<file path="src/rtl/core/pid_power_regulator_assert.svh">
// assertion macros for the pid power regulator
`ifndef PID_POWER_REGULATOR_ASSERT_SVH
`define PID_POWER_REGULATOR_ASSERT_SVH

// same-cycle implication, clocked on clk, held off during reset
`define PIDPR_ASSERT_IMPL(label, cond, prop) \
	label: assert property (@(posedge clk) disable iff (!arst_n) (cond) |-> (prop)) \
		else $error("pid power regulator check failed");

// next-cycle implication, clocked on clk, held off during reset
`define PIDPR_ASSERT_NEXT(label, cond, prop) \
	label: assert property (@(posedge clk) disable iff (!arst_n) (cond) |=> (prop)) \
		else $error("pid power regulator check failed");

`endif

</file>
<file path="src/rtl/core/pidpr_pkg.sv">
// shared types and constants for the pid power regulator
package pidpr_pkg;

	localparam int GAIN_W = 32;
	localparam int DRIVE_W = 15;
	localparam int TERM_W = 62;
	localparam int PROD_W = 80;
	localparam int ITERM_MAG_W = 61;
	localparam int QUEUE_DEPTH = 4;
	localparam int QUEUE_LEVEL_W = $clog2(QUEUE_DEPTH) + 1;

	localparam logic [1:0] REG_KP = 2'd0;
	localparam logic [1:0] REG_KI = 2'd1;
	localparam logic [1:0] REG_KD = 2'd2;

	localparam logic [GAIN_W-1:0] KP_RESET = 32'd13107200;
	localparam logic [GAIN_W-1:0] KI_RESET = 32'd131;
	localparam logic [GAIN_W-1:0] KD_RESET = 32'd1310720;

	// 100 percent in q.20
	localparam logic signed [TERM_W-1:0] PCT_LIMIT = TERM_W'(104857600);
	localparam logic [DRIVE_W-1:0] DRIVE_MAX = 15'd25600;
	localparam logic [27:0] ROUND_HALF = 28'd2048;
	localparam logic [PROD_W-1:0] ITERM_LIMIT = {{(PROD_W-61){1'b0}}, 1'b1, 60'd0};

	typedef enum logic [1:0] {
		CLAMP_NONE = 2'd0,
		CLAMP_LOW  = 2'd1,
		CLAMP_HIGH = 2'd2
	} clamp_t;

endpackage

</file>
<file path="src/rtl/core/pidpr_queue.sv">
// short queue between front end and back end
module pidpr_queue #(
	parameter int WIDTH = 8,
	parameter int DEPTH = 4
) (
	input  logic                       clk,
	input  logic                       arst_n,
	input  logic                       push_valid,
	output logic                       push_ready,
	input  logic [WIDTH-1:0]           push_data,
	output logic                       pop_valid,
	input  logic                       pop_ready,
	output logic [WIDTH-1:0]           pop_data,
	output logic [$clog2(DEPTH):0]     level
);
	import pidpr_pkg::*;

	localparam int IDX_W = $clog2(DEPTH);

	logic [WIDTH-1:0] entry_q [DEPTH];
	logic [IDX_W-1:0] wr_ptr_q;
	logic [IDX_W-1:0] rd_ptr_q;
	logic [IDX_W:0]   count_q;
	logic             push;
	logic             pop;

	assign push_ready = count_q != (IDX_W+1)'(DEPTH);
	assign pop_valid = count_q != '0;
	assign push = push_valid && push_ready;
	assign pop = pop_valid && pop_ready;
	assign pop_data = entry_q[rd_ptr_q];
	assign level = count_q;

	always_ff @(posedge clk) begin
		if (push) begin
			entry_q[wr_ptr_q] <= push_data;
		end
	end

	always_ff @(posedge clk or negedge arst_n) begin
		if (!arst_n) begin
			wr_ptr_q <= '0;
			rd_ptr_q <= '0;
			count_q <= '0;
		end else begin
			if (push) begin
				wr_ptr_q <= (wr_ptr_q == IDX_W'(DEPTH-1)) ? '0 : wr_ptr_q + 1'b1;
			end
			if (pop) begin
				rd_ptr_q <= (rd_ptr_q == IDX_W'(DEPTH-1)) ? '0 : rd_ptr_q + 1'b1;
			end
			if (push && !pop) begin
				count_q <= count_q + 1'b1;
			end else if (pop && !push) begin
				count_q <= count_q - 1'b1;
			end
		end
	end

endmodule

</file>
<file path="config.mk">
export PLATFORM = sky130hd
export DESIGN_NAME = pidpr_queue
export DESIGN_NICKNAME = d
export VERILOG_FILES = /design/src/rtl/core/pid_power_regulator_assert.svh /design/src/rtl/core/pidpr_pkg.sv /design/src/rtl/core/pidpr_queue.sv
export SDC_FILE = /design/constraint.sdc
export NUM_CORES = 1
export LEC_CHECK = 0
export BUFFER_PORTS_ARGS = -buffer_cell sky130_fd_sc_hd__buf_2
export CAP_MARGIN = 20
export CORE_MARGIN = 10
export CORE_UTILIZATION = 35
export DETAILED_ROUTE_END_ITERATION = 10
export HOLD_SLACK_MARGIN = 0.08
export PLACE_DENSITY = 0.66
export SLEW_MARGIN = 25
export SYNTH_ARGS = -nofsm -noshare
export SYNTH_HDL_FRONTEND = slang
export SYNTH_SLANG_ARGS = --single-unit
export TNS_END_PERCENT = 5
</file>
<file path="constraint.sdc">
create_clock -name clk -period 2.7 [get_ports clk]
set_input_delay 0.27 -clock clk [delete_from_list [all_inputs] [get_ports clk]]
set_output_delay 0.27 -clock clk [all_outputs]
set_load 0.02 [all_outputs]
</file>
==> results_dict.tcl, run 1 <==
set metrics [dict create \
    status "finished clean" \
    relSlewSlack_pct 59.55 \
    max_cap_violations 0 \
    skew_ns 0.007750 \
    ant_nets 0 \
    path_buf_inv 1 \
    worst_pin_slew_ns 0.6068 \
    synthMostInstantiatedCell "edfxtp_1" \
    hold_class "input pin to flop" \
    route.top_layer_used "met4" \
    grt_use_total_pct 7.921 \
    yosysUniqueCellTypes 18 \
    final_util_pct 43.64 \
    seqPwrFrac_pct 42.5 \
    first_global_vias 901 \
    synth_xor_xnor_area_share_pct 1.648 \
    grt_max_degree 13 \
    cts_buffers 5 \
    cp.depth 8 \
    initial_core_util_pct 36.36 \
    r2r-end "level[2]" \
    path_common_cell "xor2_1" \
    avgViaCountPerCell 4.789 \
    gp_congestion 0.7149 \
    r2r_setup_slack_ns 0.50 \
    ctsHoldBuffers 1 \
    met3_length_um 184 \
    dp_slack_ns 0.5014 \
    post_cts_resized 0 \
    async_reset_ff_share_pct 17.95 \
    final_max_slew_viol_count 0 \
    dr_wl_met2_um 1237 \
    end_kind "flop" \
    yosys.area.top_type "edfxtp_1" \
    reg2reg_from "level[0]" \
    die_x_um 87.49 \
    cts.path.max_buffers 2 \
    internal_power_mw 1.546 \
    wl_met1_um 1218 \
    wl_um 2681 \
    grt_pass1_wl_um 4567 \
    p_switching_mw 0.7138 \
    crit_fanout 5 \
    coreArea_mm2 0.004384 \
    synth_commonest_cells "edfxtp_1, mux4_2, dfrtp_1" \
    layout_worst_path_cycle_share_pct 81.46 \
    cp-startpoint "level[0]" \
    synth_top_area_share_pct 60.28 \
    power_frac_comb_pct 32.8 \
    crit_family "simple AND/OR/NAND/NOR gates" \
    clkPwrFrac_pct 24.7 \
    arrival_ns 2.41 \
    wire_per_inst_um 16.65 \
    hold_viol_final 0 \
    synth-edff-count 32 \
    yosys.area_share.simple_pct 4.553 \
    worst-setup-path-type "flop to flop" \
    drt_pass1_iterations 4 \
    vias 771 \
    synth_area_mm2 0.001594 \
    grt_overflow 0 \
    fin_crit_ns 2.199 \
    synth_top_family_by_area "multiplexers" \
    ys_ff_latch 39 \
    n_antenna_cell 0 \
    die_height_um 87.49 \
    synth_area_leaders "edfxtp_1, mux4_2, dfrtp_1" \
    dpl.hpwl_um 1906 \
    max_stage_delay_ns 0.48 \
    required_ns 2.91 \
    cts_max_level 2 \
    reg2reg_depth 8 \
    fin_nets 127 \
    clk_latency_ns 0.29 \
    p_total_mw 2.260 \
    cellLeakagePower_nw 0.7337 \
    synthToLayoutAreaGrowth_pct 20.02 \
    rsz0062_at_grt "no" \
    max_freq_ghz 0.4547 \
    synth_compound_area_share_pct 0 \
    slowest_stage "or3_2" \
    io_buffers 24 \
    setup_tns_ns 0 \
    synth_seq_area_share_pct 71.27 \
    avgSynthCellArea_um2 20.44 \
    place_area_mm2 0.001770 \
    crit_chain "or3_2 -> nand2_1 -> ha_1 -> inv_1 -> fa_1 -> xor2_1 -> nor2_1 -> xor2_1" \
    yosysWarnings 0 \
    switching_share_pct 31.59 \
    cts-root-buf "clkbuf_8" \
    syn_inst 78 \
    p_per_area_mw_per_mm2 1181 \
    setup_ws_ns 0.5007 \
    synth_adder_area_share_pct 5.965 \
    start_kind "flop" \
    synth_fp_nets 97 \
    setup_viol 0 \
    final_layout_size_suffix_gt1_share_pct 46.79 \
    ys.flop_type "edfxtp_1" \
    dieArea_mm2 0.007654 \
    synthMuxAreaShare_pct 15.31 \
    drt_iter0_markers 30 \
    postCtsSetupBuffers 0 \
    cp-endpoint "level[2]" \
    rows 24 \
    antenna_found_initial 0 \
    drc 0 \
    clock_sinks 39 \
    cts_tree "yes" \
    ios 25 \
    clkTransAtPathRegs_ns 0.07 \
    design_area_mm2 0.001913 \
    peakVddDrop_mv 0.5311 \
    n_fill_cell 395 \
]
## cells by family (layout without fill, tap and decap cells)
family                     count (synthesis)  in the layout
DFF                                       39             39
adders and majority gates                  7              7
and+or+nand+nor                           11             11
xor gates and xnor gates                   3              3
buffers and inverters                      5             36
muxes                                     13             13
## per-layer routing
| layer | GRT usage (%) | vias to the layer above |
|---|---|---|
| met4 | 2.609 | 0 |
| met3 | 4.026 | 5 |
| met5 | 0 | - |
| met1 | 9.075 | 383 |
| met2 | 12.50 | 25 |
| li1 | - | 358 |
## power groups by stage
stage	Sequential (mW)	Clock, mW	Combinational [mW]
2_1_floorplan	0.915	0	0.581
3_3_place_gp	0.963	0	0.746
3_5_place_dp	0.980	0	0.758
4_1_cts	0.969	0.576	0.760
5_1_grt	0.995	0.604	0.832
6_report	0.960	0.559	0.741
## metrics by stage
stage | hold slack, ns | std cells
finish | 0.1957 | 161
global placement | 0.1082 | 152
global route | 0.1788 | 161
floorplan | -0.02559 | 78
detailed placement | 0.1146 | 152
CTS | 0.1881 | 161
## cell usage in the layout (no fill, tap or decap), types with 2 or more instances in the layout
cell,netlist,layout
mux4_2,8,8
mux2_2,3,3
nor2_1,3,3
clkbuf_8,0,5
buf_2,1,24
dfrtp_1,7,7
ha_1,6,6
edfxtp_1,32,32
and3_2,4,4
xor2_1,2,2
mux2_4,2,2
bufinv_16,0,2
inv_1,3,3
## sequential cells by signal, indices dropped and copies added (netlist names)
register	cells
entry_q	32
level	3
rd_ptr_q	2
wr_ptr_q	2
## how the worst min path moves through the flow
stage / start / end / slack (ns) / cells past startpoint
5_1_grt: push_data[7] / entry_q[0][7] / 0.18 / 1
3_5_place_dp: arst_n / wr_ptr_q[1] / 0.11 / 1
2_1_floorplan: arst_n / level[0] / -0.03 / 0
6_report: push_data[7] / entry_q[2][7] / 0.20 / 1
3_3_place_gp: arst_n / level[0] / 0.11 / 1
4_1_cts: push_data[7] / entry_q[0][7] / 0.19 / 1
## final cells by class
cell class              count  area [µm²]  share of cell area, %
flip-flops and latches     39        1136                  59.39
multi-input cells          34       437.9                  22.89
repair buffers             25       130.1                  6.802
clock buffers               6       72.57                  3.793
well taps                  52       65.06                  3.401
clock inverters             2       60.06                  3.139
inverters                   3       11.26                 0.5886
Note: power is estimated with default switching activity, not from simulation.
==> run 2, diff against run 1 <==
--- a/config.mk
+++ b/config.mk
@@ -11,7 +11,7 @@
 export CORE_UTILIZATION = 35
 export DETAILED_ROUTE_END_ITERATION = 10
 export HOLD_SLACK_MARGIN = 0.08
-export PLACE_DENSITY = 0.66
+export PLACE_DENSITY = 0.68
 export SLEW_MARGIN = 25
 export SYNTH_ARGS = -nofsm -noshare
 export SYNTH_HDL_FRONTEND = slang
==> constraint.sdc (replaced) <==
create_clock -name clk -period 1.8 [get_ports clk]
set_input_delay 0.18 -clock clk [delete_from_list [all_inputs] [get_ports clk]]
set_output_delay 0.18 -clock clk [all_outputs]
set_load 0.02 [all_outputs]
==> results_dict.tcl, run 2 (synthesis gave the netlist of run 1 again) <==
set metrics [dict create \
    gp_congestion 0.7540 \
    n_antenna_cell 0 \
    io_buffers 24 \
    dpl.hpwl_um 2093 \
    die_x_um 87.49 \
    max_cap_violations 0 \
    ios 25 \
    cts.path.max_buffers 2 \
    grt_overflow 0 \
    r2r-end "level[1]" \
    first_global_vias 959 \
    max_stage_delay_ns 0.42 \
    hold_class "input pin to flop" \
    arrival_ns 2.15 \
    place_area_mm2 0.001846 \
    vias 823 \
    rsz0062_at_grt "yes" \
    avgViaCountPerCell 4.870 \
    final_layout_size_suffix_gt1_share_pct 55.56 \
    die_height_um 87.49 \
    final_util_pct 44.58 \
    cts_max_level 2 \
    coreArea_mm2 0.004384 \
    status "finished, violations left" \
    drt_iter0_markers 28 \
    rows 24 \
    clk_latency_ns 0.28 \
    mostFrequentLayoutCell "edfxtp_1" \
    clkTransAtPathRegs_ns 0.07 \
    clock_sinks 39 \
    cellLeakagePower_nw 0.7450 \
    p_per_area_mw_per_mm2 1675 \
    largest-register "entry_q" \
    slowest_stage "dfrtp_2" \
    peakVddDrop_mv 0.7555 \
    layout_worst_path_cycle_share_pct 110.4 \
    setup_ws_ns -0.1866 \
    max_freq_ghz 0.5034 \
    grt_pass1_wl_um 4843 \
    dieArea_mm2 0.007654 \
    drc 0 \
    setup_viol 2 \
    cts_tree "yes" \
    cp-startpoint "level[0]" \
    r2r_setup_slack_ns -0.19 \
    path_buf_inv 1 \
    dp_cells 159 \
    start_kind "flop" \
    end_kind "flop" \
    antenna_found_initial 0 \
    relSlewSlack_pct 68.62 \
    fin_nets 135 \
    cp.depth 6 \
    hold_slack_ns 0.1093 \
    ant_nets 0 \
    cts-root-buf "clkbuf_8" \
    wire_per_inst_um 17.12 \
    worst_pin_slew_ns 0.4708 \
    grt_use_total_pct 8.406 \
    fin_crit_ns 1.987 \
    violations "negative setup slack" \
    cp-endpoint "level[1]" \
    grt_max_degree 12 \
    cts_buffers 5 \
    final_cell_mix "edfxtp_1, buf_2, mux4_2, buf_4" \
    final_max_slew_viol_count 0 \
    required_ns 1.97 \
    largest_register_ffs 32 \
    crit_fanout 3 \
    drt_pass1_iterations 3 \
    final_cells 169 \
    worst-setup-path-type "flop to flop" \
    design_area_mm2 0.001954 \
    reg2reg_from "level[0]" \
    synthToLayoutAreaGrowth_pct 22.61 \
    wl_um 2893 \
    crit_family "adder cells" \
    skew_ns 0.004759 \
    reg2reg_depth 6 \
    hold_viol_final 0 \
    crit_chain "or3b_4 -> and2_4 -> ha_4 -> inv_2 -> fa_2 -> mux2_2" \
    initial_core_util_pct 36.36 \
]
## run 2: cell types whose count changed in the layout (fill, tap and decap cells not counted), sizes merged
cell    before  now
bufinv       2    0
clkinv       0    2
buf         24   32
## run 2: worst register-to-register path, cell delays in order (launching register included)
cell and delay (ns):
dfrtp_2 0.42, or3b_4 0.40, and2_4 0.16, ha_4 0.16, inv_2 0.05, fa_2 0.42
mux2_2 0.27
## run 2: worst min-delay path by stage
stage	endpoint	slack, ns	from	depth (start not counted)
global placement	rd_ptr_q[1]	0.02	arst_n	1
CTS	entry_q[0][0]	0.1	push_data[0]	1
finish	entry_q[0][0]	0.11	push_data[0]	1
global route	entry_q[2][0]	0.1	push_data[0]	1
detailed placement	rd_ptr_q[1]	0.03	arst_n	1
floorplan	level[0]	-0.12	arst_n	0
## run 2: power by group
part | internal (mW) | switching (mW) | leakage [nW]
clock | 0.264 | 0.270 | 0.0403
sequential | 1.24 | 0.195 | 0.371
combinational | 0.663 | 0.644 | 0.333
## run 2: what timing repair did
action	in CTS	in global routing
gates resized for setup	2	2
pin swaps	1	5
endpoints found under the setup margin	10	10
endpoints found under the hold margin	7	0
buffers inserted	1	0
hold buffers	1	0
## run 2: layout make-up
class / instances / area [µm²]
tap: 52 / 65.06
clock inverter: 2 / 7.507
sequential: 39 / 1144
fill: 384 / 2430
inverter: 3 / 11.26
multi-input combinational: 34 / 464.2
clock buffer: 6 / 72.57
timing repair buffer: 33 / 190.2
## run 2: stage by stage
step	total power, mW	setup WS [ns]	setup TNS (ns)
6_report	3.273	-0.1866	-0.3243
5_1_grt	3.503	-0.2269	-0.4277
4_1_cts	3.331	-0.1784	-0.3535
3_5_place_dp	2.750	-0.1981	-0.3688
3_3_place_gp	2.677	-0.1275	-0.2537
2_1_floorplan	2.282	-0.2660	-0.4898
## run 2: metal layers
| layer | vias up | track usage [%] | wire (µm) |
|---|---|---|---|
| met3 | 4 | 4.213 | 213 |
| li1 | 379 | - | - |
| met1 | 414 | 8.740 | 1154 |
| met5 | - | 0 | 0 |
| met4 | 0 | 3.478 | 23 |
| met2 | 26 | 14.02 | 1502 |
