### config.mk
export PLATFORM = sky130hd
export DESIGN_NAME = pidpr_front
export DESIGN_NICKNAME = d
export VERILOG_FILES = /design/src/rtl/core/pid_power_regulator_assert.svh /design/src/rtl/core/pidpr_pkg.sv /design/src/rtl/core/pidpr_front.sv
export SDC_FILE = /design/constraint.sdc
export NUM_CORES = 1
export LEC_CHECK = 0
export BUFFER_PORTS_ARGS = -buffer_cell sky130_fd_sc_hd__buf_2
export CAP_MARGIN = 10
export CORE_UTILIZATION = 52
export DETAILED_ROUTE_END_ITERATION = 12
export PLACE_DENSITY = 0.76
export SLEW_MARGIN = 20
export SYNTH_ARGS = -nofsm -noshare
export SYNTH_HDL_FRONTEND = slang
export SYNTH_SLANG_ARGS = --single-unit
export TNS_END_PERCENT = 50
### constraint.sdc
create_clock -name clk -period 7.4 [get_ports clk]
set_input_delay 0.74 -clock clk [delete_from_list [all_inputs] [get_ports clk]]
set_output_delay 0.74 -clock clk [all_outputs]
set_load 0.05 [all_outputs]
### src/rtl/core/pid_power_regulator_assert.svh
// assertion macros for the pid power regulator
`ifndef PID_POWER_REGULATOR_ASSERT_SVH
`define PID_POWER_REGULATOR_ASSERT_SVH

// same-cycle implication, clocked on clk, held off during reset
`define PIDPR_ASSERT_IMPL(label, cond, prop) \
	label: assert property (@(posedge clk) disable iff (!arst_n) (cond) |-> (prop)) \
		else $error("pid power regulator check failed");

// next-cycle implication, clocked on clk, held off during reset
`define PIDPR_ASSERT_NEXT(label, cond, prop) \
	label: assert property (@(posedge clk) disable iff (!arst_n) (cond) |=> (prop)) \
		else $error("pid power regulator check failed");

`endif

### src/rtl/core/pidpr_pkg.sv
// shared types and constants for the pid power regulator
package pidpr_pkg;

	localparam int GAIN_W = 32;
	localparam int DRIVE_W = 15;
	localparam int TERM_W = 62;
	localparam int PROD_W = 80;
	localparam int ITERM_MAG_W = 61;
	localparam int QUEUE_DEPTH = 4;
	localparam int QUEUE_LEVEL_W = $clog2(QUEUE_DEPTH) + 1;

	localparam logic [1:0] REG_KP = 2'd0;
	localparam logic [1:0] REG_KI = 2'd1;
	localparam logic [1:0] REG_KD = 2'd2;

	localparam logic [GAIN_W-1:0] KP_RESET = 32'd13107200;
	localparam logic [GAIN_W-1:0] KI_RESET = 32'd131;
	localparam logic [GAIN_W-1:0] KD_RESET = 32'd1310720;

	// 100 percent in q.20
	localparam logic signed [TERM_W-1:0] PCT_LIMIT = TERM_W'(104857600);
	localparam logic [DRIVE_W-1:0] DRIVE_MAX = 15'd25600;
	localparam logic [27:0] ROUND_HALF = 28'd2048;
	localparam logic [PROD_W-1:0] ITERM_LIMIT = {{(PROD_W-61){1'b0}}, 1'b1, 60'd0};

	typedef enum logic [1:0] {
		CLAMP_NONE = 2'd0,
		CLAMP_LOW  = 2'd1,
		CLAMP_HIGH = 2'd2
	} clamp_t;

endpackage

### src/rtl/core/pidpr_front.sv
// front end: error, saturating error sum and error difference per transfer
module pidpr_front #(
	parameter int SAMPLE_WIDTH = 16,
	parameter int SUM_WIDTH = 32
) (
	input  logic                            clk,
	input  logic                            arst_n,
	input  logic                            in_valid,
	output logic                            in_ready,
	input  logic signed [SAMPLE_WIDTH-1:0]  setpoint,
	input  logic signed [SAMPLE_WIDTH-1:0]  measured,
	output logic                            push_valid,
	input  logic                            push_ready,
	output logic signed [SAMPLE_WIDTH:0]    err,
	output logic signed [SAMPLE_WIDTH+1:0]  diff,
	output logic signed [SUM_WIDTH-1:0]     sum
);
	import pidpr_pkg::*;

	localparam int E_W = SAMPLE_WIDTH + 1;
	localparam int D_W = SAMPLE_WIDTH + 2;
	localparam int X_W = ((SUM_WIDTH > E_W) ? SUM_WIDTH : E_W) + 1;
	localparam logic signed [X_W-1:0] SUM_MAX =
		{{(X_W-SUM_WIDTH+1){1'b0}}, {(SUM_WIDTH-1){1'b1}}};
	localparam logic signed [X_W-1:0] SUM_MIN =
		{{(X_W-SUM_WIDTH+1){1'b1}}, {(SUM_WIDTH-1){1'b0}}};

	logic signed [E_W-1:0]       prev_q;
	logic signed [SUM_WIDTH-1:0] sum_q;
	logic signed [E_W-1:0]       e;
	logic signed [X_W-1:0]       acc;
	logic signed [SUM_WIDTH-1:0] sum_next;
	logic                        take;

	assign e = E_W'(setpoint) - E_W'(measured);
	assign acc = X_W'(sum_q) + X_W'(e);

	always_comb begin
		if (acc > SUM_MAX) begin
			sum_next = SUM_MAX[SUM_WIDTH-1:0];
		end else if (acc < SUM_MIN) begin
			sum_next = SUM_MIN[SUM_WIDTH-1:0];
		end else begin
			sum_next = acc[SUM_WIDTH-1:0];
		end
	end

	assign take = in_valid && push_ready;
	assign in_ready = push_ready;
	assign push_valid = in_valid;
	assign err = e;
	assign diff = D_W'(e) - D_W'(prev_q);
	assign sum = sum_next;

	always_ff @(posedge clk or negedge arst_n) begin
		if (!arst_n) begin
			prev_q <= '0;
			sum_q <= '0;
		end else if (take) begin
			prev_q <= e;
			sum_q <= sum_next;
		end
	end

endmodule

==> out/qor.yml, run 1 <==
finalSetupTns_ns: 0
yosys.cell_types.count: 60
dr.pass1.iters: 6
ant_nets: 0
fin_worst_skew_ns: 0.00735
area_growth_pct: 14.4
post_cts_buffers: 0
syn-num-nets: 766
arrival_ns: 6.17
wl_per_cell_um: 15.7
postLayoutCellArea_sq_um: 6250
nets: 859
cp-start-kind: "input pin"
pin_count: 105
viasPerCell: 5.77
cts_root_buffer: "clkbuf_8"
crit_path_max_fanout: 20
synth_area_leaders: "dfrtp_1, ha_1, mux2_2"
grt_pass1_wl_mm: 23.4
die_y_um: 104
synth_edf_count: 0
drtIter0Drc: 230
period_share: 0.934
drc: 0
synth.cell_area_sq_um: 5460
min_period_ns: 6.91
grt.overflow.total: 0
worstSkewPairLatency_ns: 0.32
syn_avg_cell_area_sq_um: 8.26
finalHoldViolations: 0
netlist_top_cells_count: "ha_1, nand2_1, a21oi_1, inv_1, dfrtp_1"
cp-startpoint: "setpoint[0]"
ys_ff_latch: 49
synth_most_common_cell: "ha_1"
clock_path_buffers: 2
gp_congestion: 0.877
drv_cap: 0
endpoint_kind: "primary output"
rows: 37
cts_buffers: 5
rsz0062_at_grt: "false"
syn_inst: 661
gr-usage-all-layers: 0.262
slew_violations: 0
crit_top_cell: "o21ai_0"
slowest_delay_ns: 0.44
crit_slowest_cell: "o41ai_2"
path_class: "input pin to primary output"
start_util: 0.534
ys_warn_count: 0
crit_chain: "buf_2 -> inv_1 -> ha_1 -> fa_1 -> nor2b_1 -> o21a_1 -> o21ai_0 -> o21ai_0 -> and4_1 -> nor3_1 -> o41ai_2 -> o31ai_4 -> buf_4 -> ha_1 -> a21oi_1 -> o21ai_0 -> a211oi_1 -> o31ai_1 -> a31o_2 -> mux2i_2 -> buf_4 -> inv_2 -> o21bai_1 -> buf_2"
portBuffers: 104
hold_path.class: "input pin to asynchronous set/reset pin"
dp_hpwl_mm: 11.1
setup_viol: 0
synth_top_area_share: 0.224
core_sq_um: 10200
tightest_slew_ns: 0.677
yosysSeqAreaShare: 0.224
critPathCapture: "sum[7]"
cts_sinks: 49
reg2reg_from: "sum_q[5]"
ys_async_sr_fraction: 1.00
dp_slack_ns: 0.317
yosysTopAreaCell: "dfrtp_1"
rr_worst_depth: 10
clk_pin_slew_worst_paths_ns: 0.10
status: "completed"
slew_headroom: 0.548
grt_pass1_vias: 4890
diodes: 0
routed_wl_mm: 14.0
cts_tree: "built"
antenna_found_initial: 0
layout-drive-gt1-share: 0.232
dpl_cell_area_sq_um: 6120
die_w_um: 104
die_area_sq_um: 10900
final_critical_path_setup_slack_ns: 0.488
reg2reg_to: "sum_q[2]"
synth_ff_type: "dfrtp_1"
regToRegSetupSlack_ns: 4.09
cts-htree-levels: 2
fmax_mhz: 145
cp.required_ns: 6.66
grt_max_degree: 57
vias: 5143
==> area by class of cell <==
class,instances,area (sq um)
well taps,136,170
multi-input cells,529,3940
clock buffers,6,82.6
repair buffers,112,581
inverters,57,214
flip-flops and latches,49,1230
fillers,947,3980
clock inverters,2,37.5
==> cell families (layout without fill, tap and decap cells) <==
kind of cell | after synthesis | after routing | synth area share
flip-flops | 49 | 49 | 0.224
adder cells (fa/ha/maj) | 69 | 69 | 0.162
XOR/XNOR | 54 | 54 | 0.0866
AND/OR/NAND/NOR | 159 | 159 | 0.137
buffers and inverters | 83 | 177 | 0.0618
AO/OA/AOI/OAI | 214 | 214 | 0.261
multiplexers | 33 | 33 | 0.0676
==> routing by layer <==
metal	up-vias	routed length [um]	share of wire	track usage
met3	15	554	0.040	0.0395
li1	2546	-	-	-
met5	-	0	0	0
met2	122	6540	0.47	0.430
met1	2460	6670	0.48	0.358
met4	0	210	0.015	0.0704
==> cells in the final DEF, fill, tap and decap left out, drive strengths merged, types with 4 or more instances in the layout <==
master,n
o31ai,7
mux2,31
xor2,17
o211ai,9
nor2,35
or2,9
dfrtp,49
nor3,10
inv,57
o21a,6
o21bai,8
ha,66
a21o,46
nor2b,5
a211o,5
o21ai,37
nand3,9
and2,4
and3,4
a31oi,7
clkbuf,6
nand2b,9
buf,112
a21oi,56
xnor2,37
nand2,63
a211oi,8
==> flip-flops by register name (all words and copies together) (netlist names) <==
| signal | cells |
|---|---|
| sum_q | 32 |
| prev_q | 17 |
==> metrics by stage <==
stage                     hold slack (ns)   util  cells
after floorplan                     0.444      -    661
after global placement              0.466  0.598    883
after detailed placement            0.489  0.598    883
after CTS                           0.511  0.610    891
after global routing                0.540  0.611    891
final                               0.511  0.611    891
==> worst min-delay path by stage <==
stage | from | end | slack [ns]
2_1_floorplan | arst_n | prev_q[0] | 0.44
3_3_place_gp | prev_q[1] | prev_q[1] | 0.47
3_5_place_dp | prev_q[1] | prev_q[1] | 0.49
4_1_cts | prev_q[1] | prev_q[1] | 0.51
5_1_grt | sum_q[6] | sum_q[6] | 0.54
6_report | arst_n | sum_q[18] | 0.51
==> critical path, delay by kind of cell <==
kind / cells / cell delay, ns
compound gates: 11 / 2.56
simple gates: 3 / 0.51
buf+inv: 6 / 1.05
mux: 1 / 0.25
fa+ha+maj: 3 / 1.03
==> timing repair <==
| action | in CTS | in global routing |
|---|---|---|
| resized for setup | 0 | 1 |
| endpoints found under the setup margin | 0 | 18 |
| hold buffers | 0 | 0 |
Power of run 1 is not shown: default switching activity piles up to over one toggle a cycle in this logic, so the estimate is an artifact.
==> run 2: changes to the inputs <==
Clock period 7.4 ns to 7.7 ns, I/O delays scaled along.
==> run 2 against run 1 <==
  * Cell area decreased by 0.10%
  * Worst setup slack gained 0.024 ns
  * Critical path depth decreased by 2
  * Routed wire length fell by 5.4%
  * Die area unchanged
  * Clock skew fell by 0.0037 ns
  * Highest routed layer unchanged
  * Sequential share of layout area about the same
  * Register-to-register slack improved by 0.23 ns
  * Count of clock-buffer cells in the layout down 1
  * Non-clock buffer count decreased by 3
==> out/qor.yml, run 2 (synthesis results as in run 1) <==
status: "completed"  # unchanged
drtIter0Drc: 253  # was 230
dr.max_layer_used: "met4"  # unchanged
fillers: 962  # was 947
hold_path.class: "input pin to asynchronous set/reset pin"  # unchanged
gp_congestion: 0.882  # was 0.877
rows: 37  # unchanged
worstSkewPairLatency_ns: 0.31  # was 0.32 ns
largest_register_ffs: 32  # unchanged
clock_path_buffers: 2  # unchanged
cp.required_ns: 6.93  # was 6.66 ns
layout-drive-gt1-share: 0.229  # was 0.232
dp_hpwl_mm: 10.5  # was 11.1 mm
fmax_mhz: 139
cts_sinks: 49  # unchanged
slowest_delay_ns: 0.86  # was 0.44 ns
slew_headroom: 0.326  # was 0.548
core_sq_um: 10200  # unchanged
portBuffers: 104  # unchanged
final_common_cell: "buf_2"  # unchanged
crit_path_max_fanout: 20  # unchanged
diodes: 0  # unchanged
ant_nets: 0  # unchanged
dr.pass1.iters: 5  # was 6
cp-start-kind: "input pin"  # unchanged
cts-htree-levels: 2  # unchanged
cts_root_buffer: "clkbuf_8"  # unchanged
gr-usage-all-layers: 0.248  # was 0.262
postLayoutCellArea_sq_um: 6240  # was 6250 sq um
viasPerCell: 5.70  # was 5.77
crit_chain: "buf_2 -> inv_1 -> ha_1 -> fa_1 -> nor2b_1 -> o21a_1 -> o21ai_0 -> o21ai_0 -> and4_1 -> nor3_1 -> o41ai_2 -> o31ai_4 -> ha_1 -> a21o_1 -> or2_2 -> a211oi_1 -> o31ai_1 -> a31o_2 -> mux2i_2 -> inv_2 -> o21bai_1 -> buf_2"  # was buf_2 -> inv_1 -> ha_1 -> fa_1 -> nor2b_1 -> o21a_1 -> o21ai_0 -> o21ai_0 -> and4_1 -> nor3_1 -> o41ai_2 -> o31ai_4 -> buf_4 -> ha_1 -> a21oi_1 -> o21ai_0 -> a211oi_1 -> o31ai_1 -> a31o_2 -> mux2i_2 -> buf_4 -> inv_2 -> o21bai_1 -> buf_2
endpoint_kind: "primary output"  # unchanged
antenna_found_initial: 0  # unchanged
cts_tree: "built"  # unchanged
regMostFlops: "sum_q"  # unchanged
wl_per_cell_um: 14.9  # was 15.7 um
slew_violations: 0  # unchanged
final-seq-area_sq_um: 1230  # unchanged
fin_worst_skew_ns: 0.00366  # was 0.00735 ns
die_w_um: 104  # unchanged
path_class: "input pin to primary output"  # unchanged
rsz0062_at_grt: "false"  # unchanged
wl_met3_um: 552  # was 554 um
tightest_slew_ns: 1.01  # was 0.677 ns
cts_buffers: 5  # unchanged
die_y_um: 104  # unchanged
grt_pass1_vias: 4780  # was 4,890
wl_met1_mm: 6.26  # was 6.67 mm
finalHoldViolations: 0  # unchanged
clk_pin_slew_worst_paths_ns: 0.10  # about the same
grt.overflow.total: 0  # unchanged
setup_viol: 0  # unchanged
die_area_sq_um: 10900  # unchanged
finalSetupTns_ns: 0  # unchanged
grt_pass1_wl_mm: 22.2  # was 23.4 mm
final_cell_mix: "buf_2, ha_1, nand2_1"  # unchanged
hold_buffers: 0  # unchanged
area_growth_pct: 14.3  # was 14.4%
arrival_ns: 6.42  # was 6.17 ns
period_share: 0.934
vias: 5059  # was 5,143
multiInputGateArea_sq_um: 3940  # unchanged
dp_slack_ns: 0.531  # was 0.317 ns
nets: 856  # was 859
crit_slowest_cell: "o31ai_4"  # was o41ai_2
start_util: 0.534  # unchanged
met2_wirelength_mm: 6.19  # was 6.54 mm
min_period_ns: 7.19
final_critical_path_setup_slack_ns: 0.512  # was 0.488 ns
routed_wl_mm: 13.2  # was 14.0 mm
dpl_cell_area_sq_um: 6100  # was 6120 sq um
grt_max_degree: 57  # unchanged
top_regs: "sum_q: 32 flops, prev_q: 17 flops"  # unchanged
drc: 0  # unchanged
drv_cap: 0  # unchanged
pin_count: 105  # unchanged
## run 2: cell type report
type / count / area share
clock buffers: 5 / 0.0110
repair buffers: 109 / 0.0898
well taps: 136 / 0.0272
multi-input cells: 529 / 0.631
inverters: 57 / 0.0343
flip-flops and latches: 49 / 0.196
clock inverters: 3 / 0.0104
## run 2: worst max-delay path: cells and delay by family
family / cells / cell delay, ns
adders and majority gates: 3 / 0.86
AOI/OAI and AO/OA: 10 / 2.75
and+or+nand+nor: 4 / 0.91
muxes: 1 / 0.49
buffers and inverters: 4 / 0.60
## run 2: repair_timing
action | 4_1_cts | 5_1_grt
gates resized for setup | 0 | 1
setup buffers | 0 | 0
endpoints found under the hold margin | 0 | 0
endpoints found under the setup margin | 0 | 1
## run 2: worst paths after layout
path | start | to | slack, ns | depth (start not counted)
worst max register to register | sum_q[10] | sum_q[7] | 4.32 | 10
min in group clk | prev_q[1] | prev_q[1] | 0.49 | 2
worst max-delay path | setpoint[0] | sum[7] | 0.51 | 22
max in group asynchronous | arst_n | sum_q[5] | 6.77 | 1
worst min-delay path | arst_n | sum_q[18] | 0.49 | 1
worst min register to register | prev_q[1] | prev_q[1] | 0.49 | 2
## run 2: stage by stage
stage | cells | util | hold WS (ns)
global placement | 880 | 0.596 | 0.468
floorplan | 661 | - | 0.450
CTS | 888 | 0.610 | 0.497
detailed placement | 880 | 0.596 | 0.474
global route | 888 | 0.610 | 0.517
finish | 888 | 0.610 | 0.489
## run 2: per-layer routing
layer	up-vias	global-route usage
met1	2366	0.333
met2	122	0.422
met5	-	0
met3	19	0.0276
li1	2552	-
met4	0	0.0622
Power of run 2 is left out for the same reason.
==> run 3: changes to the inputs <==
Settings changed: REMOVE_ABC_BUFFERS set to 1.
==> run 3 against run 2 <==
  * Register-to-register slack hardly changed
  * Count of clock-buffer cells in the layout rose by 2
  * Utilization decreased by 0.28 points
  * Worst hold slack better by 0.0090 ns
  * Global-route usage increased by 1.3 points
==> out/qor.yml, run 3 (synthesis results as in run 1) <==
worstSkewPairLatency_ns: 0.32  # was 0.31 ns
regMostFlops: "sum_q"  # unchanged
final_common_cell: "buf_2"  # unchanged
final_cell_mix: "buf_2, ha_1, nand2_1"  # unchanged
gp_congestion: 0.848  # was 0.882
cp.required_ns: 6.93  # about the same
crit_chain: "buf_2 -> inv_1 -> ha_1 -> fa_1 -> nor2b_1 -> o21a_1 -> o21ai_0 -> o21ai_0 -> and4_1 -> nor3_1 -> o41ai_1 -> o31ai_4 -> ha_1 -> a21o_1 -> or2_2 -> a211oi_1 -> o31ai_1 -> a31o_2 -> mux2i_2 -> buf_4 -> a21o_1 -> buf_2"  # was buf_2 -> inv_1 -> ha_1 -> fa_1 -> nor2b_1 -> o21a_1 -> o21ai_0 -> o21ai_0 -> and4_1 -> nor3_1 -> o41ai_2 -> o31ai_4 -> ha_1 -> a21o_1 -> or2_2 -> a211oi_1 -> o31ai_1 -> a31o_2 -> mux2i_2 -> inv_2 -> o21bai_1 -> buf_2
drtIter0Drc: 235  # was 253
cts_sinks: 49  # unchanged
portBuffers: 104  # unchanged
hold_path.class: "flop to flop"  # was input pin to asynchronous set/reset pin
cts_root_buffer: "clkbuf_8"  # unchanged
setup_viol: 0  # unchanged
dr.pass1.iters: 5  # unchanged
endpoint_kind: "primary output"  # unchanged
finalSetupTns_ns: 0  # unchanged
core_sq_um: 10200  # unchanged
pin_count: 105  # unchanged
cp-start-kind: "input pin"  # unchanged
finalHoldViolations: 0  # unchanged
rr_worst_depth: 12  # was 10
viasPerCell: 5.62  # was 5.70
dp_hpwl_mm: 11.1  # was 10.5 mm
drv_cap: 0  # unchanged
min_period_ns: 7.22  # was 7.19 ns
die_w_um: 104  # unchanged
reg2reg_from: "sum_q[0]"  # was sum_q[10]
whs_endpoint: "prev_q[1]"
antenna_found_initial: 0  # unchanged
rsz0062_at_grt: "false"  # unchanged
cts_buffers: 5  # unchanged
wl_per_cell_um: 15.9  # was 14.9 um
cts-htree-levels: 2  # unchanged
ant_nets: 0  # unchanged
largest_register_ffs: 32  # unchanged
start_util: 0.534  # unchanged
rows: 37  # unchanged
cp-startpoint: "setpoint[0]"  # unchanged
hold-worst-slack_ns: 0.498  # was 0.489 ns
gr-usage-all-layers: 0.261  # was 0.248
reg2reg_to: "sum_q[8]"  # was sum_q[7]
area_growth_pct: 13.8  # was 14.3%
clk_pin_slew_worst_paths_ns: 0.10  # about the same
hold_buffers: 0  # unchanged
worstHoldStart: "prev_q[1]"
grt_pass1_vias: 4775  # was 4,780
die_y_um: 104  # unchanged
grt_max_degree: 57  # unchanged
routed_wl_mm: 14.2  # was 13.2 mm
clock_path_buffers: 2  # unchanged
min_path_cells: 2
slew_violations: 0  # unchanged
crit_slowest_cell: "o31ai_4"  # unchanged
fin_worst_skew_ns: 0.0106  # was 0.00366 ns
die_area_sq_um: 10900  # unchanged
nets: 858  # was 856
path_class: "input pin to primary output"  # unchanged
tightest_slew_ns: 1.04  # was 1.01 ns
status: "completed"  # unchanged
vias: 5005  # was 5,059
slew_headroom: 0.310  # was 0.326
grt_pass1_wl_mm: 23.3  # was 22.2 mm
fmax_mhz: 139  # about the same
layout-drive-gt1-share: 0.229  # about the same
diodes: 0  # unchanged
drc: 0  # unchanged
cts_tree: "built"  # unchanged
top_regs: "sum_q: 32 flops, prev_q: 17 flops"  # unchanged
grt.overflow.total: 0  # unchanged
slowest_delay_ns: 0.88  # was 0.86 ns
period_share: 0.937  # was 0.934
post_cts_buffers: 0  # unchanged
arrival_ns: 6.45  # was 6.42 ns
crit_path_max_fanout: 20  # unchanged
regToRegSetupSlack_ns: 4.33  # was 4.32 ns
cts_resized: 0  # unchanged
-- run 3: through the flow --
step                cells  worst slack (ns)  cell area [sq um]   util
floorplan             635             -2.06               5340      -
global placement      882             0.559               6110  0.598
detailed placement    882             0.562               6110  0.598
CTS                   890             0.520               6220  0.608
global route          890            0.0438               6220  0.608
finish                890             0.483               6220  0.608
-- run 3: worst max-delay path, delay by kind of cell --
family	cells	cell delay, ns
AO/OA/AOI/OAI	10	2.66
adder cells (fa/ha/maj)	3	0.88
buffers and inverters	4	0.72
multiplexers	1	0.49
AND/OR/NAND/NOR	4	0.88
-- run 3: worst max path at each step --
stage	slack, ns	endpoint	cells past startpoint
final	0.48	sum[12]	22
after global routing	0.04	sum[8]	22
after CTS	0.52	sum[12]	22
after detailed placement	0.56	sum[18]	22
after global placement	0.56	sum[15]	22
after floorplan	-2.06	sum[30]	19
-- run 3: cell type report --
cell class	instances	area (sq um)
timing repair buffer	111	573
clock inverter	1	5.00
tap	136	170
sequential	49	1230
clock buffer	7	96.3
fill	939	4020
inverter	57	214
multi-input combinational	529	3930
-- run 3: per-layer routing --
metal / GRT usage / up-vias / share of wire
met2: 0.427 / 118 / 0.46
li1: - / 2535 / -
met5: 0 / - / 0
met1: 0.375 / 2343 / 0.50
met3: 0.0251 / 9 / 0.040
met4: 0.0429 / 0 / 0.0061
Power of run 3 is left out for the same reason.
